## config.mk

```make
export PLATFORM = sky130hd
export DESIGN_NAME = pcapp_ctrl
export DESIGN_NICKNAME = d
export VERILOG_FILES = /design/src/sv/pcapp_pkg.sv /design/src/sv/pcapp_ctrl.sv
export SDC_FILE = /design/constraint.sdc
export NUM_CORES = 1
export LEC_CHECK = 0
export BUFFER_PORTS_ARGS = -buffer_cell sky130_fd_sc_hd__buf_4
export CAP_MARGIN = 10
export CORE_UTILIZATION = 45
export CTS_CLUSTER_DIAMETER = 120
export DETAILED_ROUTE_END_ITERATION = 6
export HOLD_SLACK_MARGIN = 0.1
export MAX_ROUTING_LAYER = met4
export PLACE_DENSITY_LB_ADDON = 0.3
export SETUP_SLACK_MARGIN = 0.2
export SYNTH_ARGS = -nofsm -noshare
export SYNTH_HDL_FRONTEND = slang
export SYNTH_SLANG_ARGS = --single-unit
export TNS_END_PERCENT = 1
```

## constraint.sdc

```tcl
create_clock -name i_clk -period 5.1 [get_ports i_clk]
set_input_delay 0.51 -clock i_clk [delete_from_list [all_inputs] [get_ports i_clk]]
set_output_delay 0.51 -clock i_clk [all_outputs]
set_load 0.02 [all_outputs]
```

## src/sv/pcapp_pkg.sv

```systemverilog
package pcapp_pkg;

    localparam int MEAN_W = 24;
    localparam int COEF_W = 16;
    localparam int SMP_W  = 16;
    localparam int DIFF_W = 25;
    localparam int PROD_W = 41;
    localparam int ACC_W  = 48;
    localparam int OUT_W  = 32;

    localparam int CFG_IDX_W  = 2;
    localparam int CFG_DATA_W = 16;

    // input item actions
    localparam logic [1:0] ACT_MEAN   = 2'd0;
    localparam logic [1:0] ACT_COEF   = 2'd1;
    localparam logic [1:0] ACT_SAMPLE = 2'd2;

    // configuration register indexes
    localparam logic [CFG_IDX_W-1:0] CFG_BANDS = 2'd0;
    localparam logic [CFG_IDX_W-1:0] CFG_COMPS = 2'd1;
    localparam logic [CFG_IDX_W-1:0] CFG_NULL  = 2'd2;

    typedef struct packed {
        logic mean_wr;
        logic coef_wr;
        logic smp_take;
        logic diff_en;
        logic mac_rd;
        logic emit_rd;
        logic last;
        logic acc_clr;
    } t_dp_cmd;

    typedef struct packed {
        logic pipe_busy;
        logic out_free;
    } t_dp_stat;

endpackage

```

## src/sv/pcapp_ctrl.sv

```systemverilog
module pcapp_ctrl #(
    parameter int MAX_BANDS      = 256,
    parameter int MAX_COMPONENTS = 16,
    localparam int CNT_W = (MAX_BANDS > 1) ? $clog2(MAX_BANDS) : 1,
    localparam int KW    = (MAX_COMPONENTS > 1) ? $clog2(MAX_COMPONENTS) : 1,
    localparam int NB_W  = $clog2(MAX_BANDS + 1),
    localparam int NC_W  = $clog2(MAX_COMPONENTS + 1)
) (
    input  logic                i_clk,
    input  logic                i_rst_n,
    input  logic                i_in_valid,
    output logic                o_in_ready,
    input  logic [1:0]          i_action,
    input  logic [NB_W-1:0]     i_nb,
    input  logic [NC_W-1:0]     i_nc,
    input  pcapp_pkg::t_dp_stat i_stat,
    output pcapp_pkg::t_dp_cmd  o_cmd,
    output logic [CNT_W-1:0]    o_band,
    output logic [KW-1:0]       o_k
);

    typedef enum logic [2:0] {
        S_IDLE,
        S_MEAN,
        S_MAC,
        S_DRAIN,
        S_EMIT
    } t_state;

    t_state            r_state;
    logic [CNT_W-1:0]  r_cnt;
    logic [KW-1:0]     r_k;
    logic              r_end;

    logic              w_take;
    logic              w_last;
    logic [NB_W-1:0]   w_next_cnt;
    logic              w_pix_end;

    always_comb begin
        o_in_ready = (r_state == S_IDLE);
        w_take     = i_in_valid && o_in_ready;
        w_last     = (NC_W'(r_k) == (i_nc - NC_W'(1)));
        w_next_cnt = NB_W'(r_cnt) + NB_W'(1);
        w_pix_end  = (w_next_cnt >= i_nb);

        o_cmd          = '0;
        o_cmd.mean_wr  = w_take && (i_action == pcapp_pkg::ACT_MEAN);
        o_cmd.coef_wr  = w_take && (i_action == pcapp_pkg::ACT_COEF);
        o_cmd.smp_take = w_take && (i_action == pcapp_pkg::ACT_SAMPLE);
        o_cmd.diff_en  = (r_state == S_MEAN);
        o_cmd.mac_rd   = (r_state == S_MAC);
        o_cmd.emit_rd  = (r_state == S_EMIT) && i_stat.out_free;
        o_cmd.last     = w_last;
        o_cmd.acc_clr  = o_cmd.emit_rd && w_last;
        o_band         = r_cnt;
        o_k            = r_k;
    end

    always_ff @(posedge i_clk) begin
        if (!i_rst_n) begin
            r_state <= S_IDLE;
            r_cnt   <= '0;
            r_k     <= '0;
            r_end   <= 1'b0;
        end else begin
            unique case (r_state)
                S_IDLE: begin
                    if (o_cmd.smp_take) begin
                        r_end   <= w_pix_end;
                        r_cnt   <= w_pix_end ? '0 : CNT_W'(w_next_cnt);
                        r_state <= S_MEAN;
                    end
                end
                S_MEAN: begin
                    r_k     <= '0;
                    r_state <= S_MAC;
                end
                S_MAC: begin
                    if (w_last) begin
                        r_k     <= '0;
                        r_state <= S_DRAIN;
                    end else begin
                        r_k <= r_k + KW'(1);
                    end
                end
                S_DRAIN: begin
                    // wait for the last accumulator write
                    if (!i_stat.pipe_busy) begin
                        r_state <= r_end ? S_EMIT : S_IDLE;
                    end
                end
                S_EMIT: begin
                    if (o_cmd.emit_rd) begin
                        if (w_last) begin
                            r_k     <= '0;
                            r_state <= S_IDLE;
                        end else begin
                            r_k <= r_k + KW'(1);
                        end
                    end
                end
                default: begin
                    r_state <= S_IDLE;
                end
            endcase
        end
    end

endmodule

```

==> results of run 1 <==
## registers in the layout (all words and copies together), names as in the netlist
name,count
r_end,1
o_band,8
o_k,4
r_state,3
## logic make-up after synthesis
kind of cell    Yosys count  synth area share
fa+ha+maj                12             0.110
compound gates           34             0.164
xor+xnor                 13            0.0944
buf+inv                  25            0.0852
flops                    16             0.235
mux                       2            0.0147
simple gates             77             0.297
## area by class of cell
| cell class | count | area, um2 |
|---|---|---|
| clock buffer | 3 | 22.5 |
| fill | 279 | 1120 |
| inverter | 18 | 67.6 |
| multi-input combinational | 138 | 928 |
| sequential | 16 | 320 |
| tap | 31 | 38.8 |
| timing repair buffer | 41 | 308 |
## tightest hold or removal path, cell delays in order, from the launching register on
cell and delay [ns]:
dfxtp_1 0.35, nand2_1 0.07, a21oi_1 0.05
## worst max path at each step
stage / from / to / slack [ns] / cells after the start
finish: o_band[0] / o_band[2] / 2.27 / 10
global route: o_band[0] / o_band[2] / 2.02 / 10
CTS: o_band[0] / o_band[2] / 2.24 / 10
detailed placement: o_band[0] / o_band[2] / 2.27 / 10
global placement: o_band[0] / o_band[2] / 2.36 / 10
floorplan: o_band[0] / o_band[2] / 2.59 / 11
## layer usage
layer	up-vias	wire length [um]	global-route usage
met1	541	1380	0.239
li1	699	-	-
met2	36	1250	0.292
met5	-	0	-
met3	2	128	0.0159
met4	0	27	0.0871
## power by group
| group | internal [mW] | switching [mW] | total [mW] |
|---|---|---|---|
| Sequential | 0.127 | 0.00394 | 0.131 |
| Clock | 0.0273 | 0.0361 | 0.0634 |
| Combinational | 0.0307 | 0.0330 | 0.0637 |
## metrics by stage
stage / cell area (um2) / hold WS (ns) / utilization
6_report: 1690 / 0.506 / 0.601
5_1_grt: 1690 / 0.541 / 0.601
4_1_cts: 1690 / 0.510 / 0.601
3_5_place_dp: 1660 / 0.501 / 0.593
3_3_place_gp: 1660 / 0.491 / 0.593
2_1_floorplan: 1370 / 0.471 / -
## cells in the final DEF, fill, tap and decap left out, types with 3 or more instances in the layout
cell / instances
a21oi_1: 13
a31oi_1: 3
buf_4: 41
clkbuf_4: 3
dfxtp_1: 16
ha_1: 12
inv_1: 18
nand2_1: 22
nand2b_1: 5
nand3_1: 11
nand3b_1: 5
nand4_1: 3
nor2_1: 10
nor2b_1: 4
nor3_1: 6
o21ai_0: 6
o22ai_1: 5
xnor2_1: 9
xor2_1: 3
==> out/qor.csv, run 1 <==
metric;value;unit
slew_violations;0;
dp_slack;2.27;ns
ant_nets;0;
grt_pass1_vias;1144;
post-route-period-util;0.556;
rr_startpoint;o_band[0];
drt_iter0_drc;30;
cpMaxStageDelayCell;a211oi_2;
crit_chain;ha_1, and3_1, nand3_1, xnor2_1, ha_1, a21oi_1, o21ai_0, a211oi_2, nand2_1, o22ai_1;
start_kind;flop;
crit_arrival;3.04;ns
finalHoldViolCount;0;
core_area;2810;um2
synth_area;1370;um2
outcome;finished with violations;
layout_min_cycle_time;2.83;ns
dp.final_hpwl;2220;um
io-pin-count;42;
rows;19;
insertion_delay;0.28;ns
grt_use_total;0.185;
synth.largest_area_cell;dfxtp_1;
cp_slowest_stage_delay;0.61;ns
post_cts_buffers;0;
synth_top_cell_area_share;0.235;
synthTopCellsByCount;nand2_1 (22), inv_1 (18), dfxtp_1 (16);
hold_class;reg -> reg;
grt-ovfl-total;0;
tightest_slew;0.675;ns
synth_area_leaders;dfxtp_1 (23%), ha_1 (11%), nand2_1 (6.0%), xnor2_1 (5.8%), inv_1 (4.9%);
synth_most_common_cell;nand2_1;
die_h;57.1;um
grt_pass1_wl;4700;um
layout-drive-gt1-share;0.236;
cts_buffers;3;
rsz0062_at_grt;false;
async_reset_ff_frac;0;
avgSynthCellArea;7.63;um2
syn2layout_area_growth;23.5;%
synth_nets;212;
p_total;258;uW
power-per-cell-area;153;nW/um2
fin_worst_skew;0.00435;ns
wl_per_cell;11.3;um
synth-main-ff-cell;dfxtp_1;
hold_path_end;o_band[1];
critPathTopFamily;compound AO/OA/AOI/OAI gates;
relSlewSlack;0.549;
antennaDiodeCount;0;
cts_max_path_buffers;2;
maxCapViolCount;0;
clockRootBuffer;clkbuf_4;
worstPathRequired;5.31;ns
ir_worst_vdd;0.0755;mV
setup_viol;0;
setup_slack;2.27;ns
setup_tns;0;ns
cts_tree;done;
drc;6;
crit_top_cell;ha_1;
crit_path_end_kind;flop;
cts-resized-gates;0;
portBuffers;41;
ys.warnings.count;0;
die_w;57.1;um
cp.buffers_inverters;0;
drt_wl_total;2790;um
ys_ff_latch;16;
crit_fanout;12;
rr_endpoint;o_band[2];
place_inst;244;
via_per_inst;5.17;
antenna_found_initial;0;
gp_congestion;0.834;
hold_start;o_band[1];
clkTransAtPathRegs;0.09;ns
postCtsHoldBufs;0;
grt_max_degree;13;
hold_depth;2;
r2r_cells;10;
cts_max_level;1;
p_leak;0.759;nW
violations;design-rule violations;
seq_area_frac_synth;0.235;
firstDrtPassIters;6;
max_freq;353;MHz
ff2ff_setup_slack;2.27;ns
dieArea;3260;um2
ys_types;36;
vias;1278;
synth_enable_flop_cells;0;
start_util;0.487;
final_nets;251;
stdcell_count;247;
cts.sinks;16;
path_class;reg -> reg;
syn_inst;179;
Note: power is estimated with default switching activity, not from simulation.
==> run 2: changes to the inputs <==
--- a/config.mk
+++ b/config.mk
@@ -5,6 +5,7 @@
 export SDC_FILE = /design/constraint.sdc
 export NUM_CORES = 1
 export LEC_CHECK = 0
+export ABC_AREA = 1
 export BUFFER_PORTS_ARGS = -buffer_cell sky130_fd_sc_hd__buf_4
 export CAP_MARGIN = 10
 export CORE_UTILIZATION = 45
==> constraint.sdc (replaced) <==
create_clock -name i_clk -period 2.7 [get_ports i_clk]
set_input_delay 0.27 -clock i_clk [delete_from_list [all_inputs] [get_ports i_clk]]
set_output_delay 0.27 -clock i_clk [all_outputs]
set_load 0.02 [all_outputs]
==> run 2 against run 1 <==
The flow still finishes with violations (design-rule violations). Power increased to 3.6 times the previous value. Sequential share of layout area decreased by 0.55 points. Flip-flop and latch count unchanged. Critical path depth increased by 3. Via count increased by 10%. Critical path type unchanged. Critical endpoint is now o_band[7]. Highest routed layer unchanged.
==> out/qor.csv, run 2 <==
metric;value;unit;change
crit_arrival;2.44;ns;was 3.04 ns
start_kind;flop;;unchanged
die_h;56.9;um;was 57.1 um
crit_chain;ha_1, nand2_1, nor2_2, xor2_1, inv_1, ha_1, nand2_1, o21ai_0, nand2_1, nand4_1, nand2_2, nand2_2, nor2_1;;was ha_1, and3_1, nand3_1, xnor2_1, ha_1, a21oi_1, o21ai_0, a211oi_2, nand2_1, o22ai_1
violations;design-rule violations;;unchanged
grt_pass1_wl;4890;um;was 4700 um
grt_max_degree;11;;was 13
dieArea;3240;um2;was 3260 um2
slew_violations;0;;unchanged
cts_buffers;3;;unchanged
p_total;924;uW;was 258 uW
setup_tns;0;ns;unchanged
die_w;56.9;um;was 57.1 um
antennaDiodeCount;0;;unchanged
fin_util;0.619;;was 0.601
path_class;reg -> reg;;unchanged
maxCapViolCount;0;;unchanged
drc;4;;was 6
insertion_delay;0.29;ns;was 0.28 ns
crit_top_cell;nand2_1;;was ha_1
post-route-period-util;0.834;;was 0.556
cpMaxStageDelayCell;dfxtp_1;;was a211oi_2
grt_pass1_vias;1247;;was 1,144
hold_class;in -> reg;;was reg -> reg
mostFrequentLayoutCells;nand2_1 (53), inv_1 (44), buf_4 (41), nor2_1 (27), dfxtp_1 (16);;was buf_4 (41), nand2_1 (22), inv_1 (18), dfxtp_1 (16), a21oi_1 (13)
cts.sinks;16;;unchanged
synthTopCellsByCount;nand2_1 (53), inv_1 (44), nor2_1 (28);;was nand2_1 (22), inv_1 (18), dfxtp_1 (16)
cts_max_path_buffers;2;;unchanged
rsz0062_at_grt;false;;unchanged
synth_nets;249;;was 212
dp_slack;0.391;ns;was 2.27 ns
clkTransAtPathRegs;0.09;ns;about the same
firstDrtPassIters;6;;unchanged
dp.final_hpwl;2240;um;was 2220 um
rows;19;;unchanged
wl_per_cell;9.29;um;was 11.3 um
cts_tree;done;;unchanged
synth_area;1360;um2;was 1370 um2
antenna_found_initial;0;;unchanged
layout_commonest_cell;nand2_1;;was buf_4
fin_area;1740;um2;was 1690 um2
via_per_inst;4.85;;was 5.17
ant_nets;0;;unchanged
ys_ff_latch;16;;unchanged
portBuffers;41;;unchanged
relSlewSlack;0.777;;was 0.549
max_freq;444;MHz;was 353 MHz
setup_slack;0.449;ns;was 2.27 ns
grt-ovfl-total;0;;unchanged
ir_worst_vdd;0.511;mV;was 0.0755 mV
grt_use_total;0.191;;was 0.185
fin_worst_skew;0.00421;ns;was 0.00435 ns
postCtsHoldBufs;0;;unchanged
io-pin-count;42;;unchanged
ys_types;22;;was 36
drt_iter0_drc;55;;was 30
p_leak;0.933;nW;was 0.759 nW
outcome;finished with violations;;unchanged
place_inst;287;;was 244
syn2layout_area_growth;27.8;%;was 23.5%
setup_viol;0;;unchanged
stdcell_count;291;;was 247
largest_register_ff_count;8;;unchanged
tightest_slew;0.331;ns;was 0.675 ns
hold_ws;0.247;ns;was 0.506 ns
final_nets;294;;was 251
syn_inst;216;;was 179
synth_area_leaders;dfxtp_1 (24%), nand2_1 (15%), inv_1 (12%), ha_1 (11%), nor2_1 (7.7%);;was dfxtp_1 (23%), ha_1 (11%), nand2_1 (6.0%), xnor2_1 (5.8%), inv_1 (4.9%)
cp_slowest_stage_delay;0.43;ns;was 0.61 ns
layout-drive-gt1-share;0.215;;was 0.236
gp_congestion;0.763;;was 0.834
synth_top_cell_area_share;0.236;;was 0.235
start_util;0.484;;was 0.487
power-per-cell-area;532;nW/um2;was 153 nW/um2
synth_most_common_cell;nand2_1;;unchanged
crit_path_end_kind;flop;;unchanged
layout_min_cycle_time;2.25;ns;was 2.83 ns
async_reset_ff_frac;0;;unchanged
avgSynthCellArea;6.28;um2;was 7.63 um2
synth_enable_flop_cells;0;;unchanged
seq_area_frac_synth;0.236;;was 0.235
vias;1410;;was 1,278
clockRootBuffer;clkbuf_4;;unchanged
crit_fanout;8;;was 12
drt_wl_total;2700;um;was 2790 um
synth.largest_area_cell;dfxtp_1;;unchanged
ys.warnings.count;0;;unchanged
synth-main-ff-cell;dfxtp_1;;unchanged
cts_max_level;1;;unchanged
postPlaceCellArea;1700;um2;was 1660 um2
core_area;2810;um2;unchanged
post_cts_buffers;0;;unchanged
finalHoldViolCount;0;;unchanged
worstPathRequired;2.89;ns;was 5.31 ns
run 2: changes by cell type in the layout (fill, tap and decap cells not counted), sizes merged, moves of 4 or more:
cell	previous run	this run
a31oi	4	0
inv	18	44
nand2	22	56
nand2b	5	0
nand4	3	9
nor2	10	29
nor2b	4	0
nor3	8	4
o22ai	5	0
xnor2	9	0
xor2	3	7
run 2: path summary, 6_finish.rpt:
kind / start / cells past startpoint / slack [ns] / to
setup / recovery: o_band[0] / 13 / 0.45 / o_band[7]
hold / removal: i_rst_n / 3 / 0.25 / r_state[2]
setup reg to reg: o_band[0] / 13 / 0.45 / o_band[7]
hold reg to reg: r_end / 2 / 0.48 / r_end
run 2: metal layers:
metal	vias up	track usage	share of wire
met3	2	0.0438	0.062
met1	601	0.251	0.49
li1	766	-	-
met2	41	0.303	0.44
met4	0	0.0314	0.0070
met5	-	-	0
run 2: critical path, delay by kind of cell, from the launching register on:
kind | cells | cell delay, ns
flops | 1 | 0.43
xor+xnor | 1 | 0.20
compound gates | 1 | 0.17
simple gates | 8 | 0.75
buf+inv | 1 | 0.07
fa+ha+maj | 2 | 0.53
run 2: final cells by class:
class                           count  area, um2
Sequential cell                    16        320
Fill cell                         269       1070
Timing Repair Buffer               41        308
Clock buffer                        4       36.3
Multi-Input combinational cell    153        850
Tap cell                           31       38.8
Inverter                           46        183
run 2: logic make-up after synthesis:
group	synth area share
compound gates	0.0977
xor+xnor	0.0452
fa+ha+maj	0.111
buf+inv	0.140
flops	0.236
simple gates	0.371
run 2: repair_timing:
action                                  CTS  global route
endpoints found under the hold margin     0             0
resized for setup                         0             1
endpoints found under the setup margin    0             8
run 2: power by group:
group          total (mW)  internal, mW  switching (mW)
combinational       0.468         0.185           0.283
clock               0.159        0.0822          0.0768
sequential          0.297         0.260          0.0365
==> run 3: changes to the inputs <==
==> constraint.sdc (replaced) <==
create_clock -name i_clk -period 1.8 [get_ports i_clk]
set_input_delay 0.18 -clock i_clk [delete_from_list [all_inputs] [get_ports i_clk]]
set_output_delay 0.18 -clock i_clk [all_outputs]
set_load 0.02 [all_outputs]
==> run 3 against run 2 <==
The run ends with design-rule violations, negative setup slack left. Count of clock-buffer cells in the layout did not move. Global-route usage increased by 3.4 points. Sequential share of layout area fell by 1.6 points. Flip-flop and latch count stayed put. Clock power rose by 58%. Via count is 9.8% higher. Utilization up 10 points. Worst hold slack got worse by 0.094 ns. Clock skew shrank 0.0029 ns. Sequential power is 51% higher. Cell count up 6.2%. Largest power group unchanged.
==> out/qor.csv, run 3 (synthesis results as in run 2) <==
metric;value;unit;change
outcome;finished with violations;;unchanged
violations;design-rule violations, negative setup slack;;was design-rule violations
firstDrtPassIters;6;;unchanged
io-pin-count;42;;unchanged
layout_min_cycle_time;2.10;ns;was 2.25 ns
die_w;56.9;um;unchanged
max_freq;475;MHz;was 444 MHz
maxCapViolCount;0;;unchanged
grt_pass1_wl;5580;um;was 4890 um
via_per_inst;5.01;;was 4.85
setup_slack;-0.304;ns;was 0.449 ns
clockRootBuffer;clkbuf_4;;unchanged
grt-ovfl-total;0;;unchanged
hold_start;i_rst_n;;unchanged
critical_path.startpoint;o_band[1];;was o_band[0]
grt_use_total;0.225;;was 0.191
fin_area;2020;um2;was 1740 um2
crit_arrival;2.31;ns;was 2.44 ns
insertion_delay;0.30;ns;was 0.29 ns
rsz0062_at_grt;true;;was false
drc;4;;unchanged
grt_pass1_vias;1374;;was 1,247
core_area;2810;um2;unchanged
rows;19;;unchanged
largest_register_ff_count;8;;unchanged
crit_path_end_kind;flop;;unchanged
layout_commonest_cell;buf_4;;was nand2_1
place_inst;298;;was 287
antenna_found_initial;0;;unchanged
hold_ws;0.153;ns;was 0.247 ns
postCtsHoldBufs;0;;unchanged
ff2ff_setup_slack;-0.30;ns;was 0.45 ns
fill_cells;238;;was 269
wl_per_cell;11.0;um;was 9.29 um
grt_max_degree;11;;unchanged
layout-drive-gt1-share;0.396;;was 0.215
setup_viol;9;;was 0
dp.final_hpwl;2450;um;was 2240 um
dieArea;3240;um2;unchanged
start_util;0.484;;unchanged
slew_violations;0;;unchanged
ant_nets;0;;unchanged
portBuffers;41;;unchanged
r2r_cells;12;;was 13
relSlewSlack;0.753;;was 0.777
vias;1548;;was 1,410
finalHoldViolCount;0;;unchanged
clkTransAtPathRegs;0.10;ns;was 0.09 ns
p_leak;1.04;nW;was 0.933 nW
worstPathRequired;2.00;ns;was 2.89 ns
cts.sinks;16;;unchanged
dp_slack;-0.220;ns;was 0.391 ns
syn2layout_area_growth;48.8;%;was 27.8%
antennaDiodeCount;0;;unchanged
cts_max_level;1;;unchanged
stdcell_count;309;;was 291
cts_buffers;3;;unchanged
die_h;56.9;um;unchanged
p_total;1.43;mW;was 924 uW
cts_tree;done;;unchanged
cts_max_path_buffers;2;;unchanged
gp_congestion;0.872;;was 0.763
final_nets;312;;was 294
post-route-period-util;1.17;;was 0.834
power-per-cell-area;709;nW/um2;was 532 nW/um2
rr_startpoint;o_band[1];;was o_band[0]
hold_depth;3;;unchanged
tightest_slew;0.367;ns;was 0.331 ns
drt_wl_total;3410;um;was 2700 um
mostFrequentLayoutCells;buf_4 (59), nand2_1 (48), inv_1 (40), nor2_1 (19), a21oi_1 (12);;was nand2_1 (53), inv_1 (44), buf_4 (41), nor2_1 (27), dfxtp_1 (16)
fin_worst_skew;0.00132;ns;was 0.00421 ns
path_class;reg -> reg;;unchanged
start_kind;flop;;unchanged
ir_worst_vdd;0.921;mV;was 0.511 mV
drt_iter0_drc;99;;was 55
postPlaceCellArea;1860;um2;was 1700 um2
hold_path_end;r_state[1];;was r_state[2]
crit_fanout;8;;unchanged
rr_endpoint;o_band[6];;was o_band[7]
hold_class;in -> reg;;unchanged
==> run 3: cell count changes in the layout (fill, tap and decap cells not counted), sizes merged <==
cell  before  now
buf       41   59
==> run 3: worst max path at each step <==
stage | slack [ns] | to
after floorplan | -0.06 | o_band[4]
after global placement | -0.19 | o_band[0]
after detailed placement | -0.22 | o_band[5]
after CTS | -0.19 | o_band[3]
after global routing | -0.44 | o_band[6]
final | -0.30 | o_band[6]
==> run 3: critical path: stages (launching register included) <==
cell	delay, ns
dfxtp_4	0.40
inv_4	0.04
nor3_4	0.22
nand2_1	0.11
xor2_1	0.17
ha_1	0.33
nand2_2	0.07
nor2_2	0.14
nand3b_1	0.11
nand4_1	0.13
nand2_2	0.10
nand2_4	0.13
nor2_1	0.06
==> run 3: timing repair <==
action / in CTS / in global routing
buffers inserted: 2 / 5
endpoints found under the setup margin: 12 / 12
pin swaps: 11 / 15
resized for setup: 13 / 10
==> run 3: per-stage QoR <==
stage / util / setup TNS [ns]
finish: 0.720 / -2.64
CTS: 0.694 / -1.64
detailed placement: 0.662 / -1.80
global placement: 0.662 / -1.55
global route: 0.720 / -3.83
floorplan: - / -0.465
==> run 3: routing by layer <==
metal / wire length [um] / GRT usage / vias to the layer above
li1: - / - / 803
met1: 1540 / 0.273 / 688
met2: 1600 / 0.366 / 51
met3: 216 / 0.0484 / 6
met4: 59 / 0.0836 / 0
met5: 0 / - / -
==> run 3: where the power goes <==
| group | leakage (nW) | internal (mW) | total [mW] | switching [mW] |
|---|---|---|---|---|
| Sequential | 0.136 | 0.393 | 0.448 | 0.0551 |
| Clock | 0.0210 | 0.124 | 0.252 | 0.128 |
| Combinational | 0.888 | 0.292 | 0.733 | 0.441 |
==> run 3: layout make-up <==
type                       count  area, um2  share of cell area
sequential                    16        342               0.169
inverter                      46        185              0.0916
tap                           31       38.8              0.0192
multi-input combinational    153        976               0.483
clock buffer                   4       36.3              0.0180
timing repair buffer          59        443               0.219
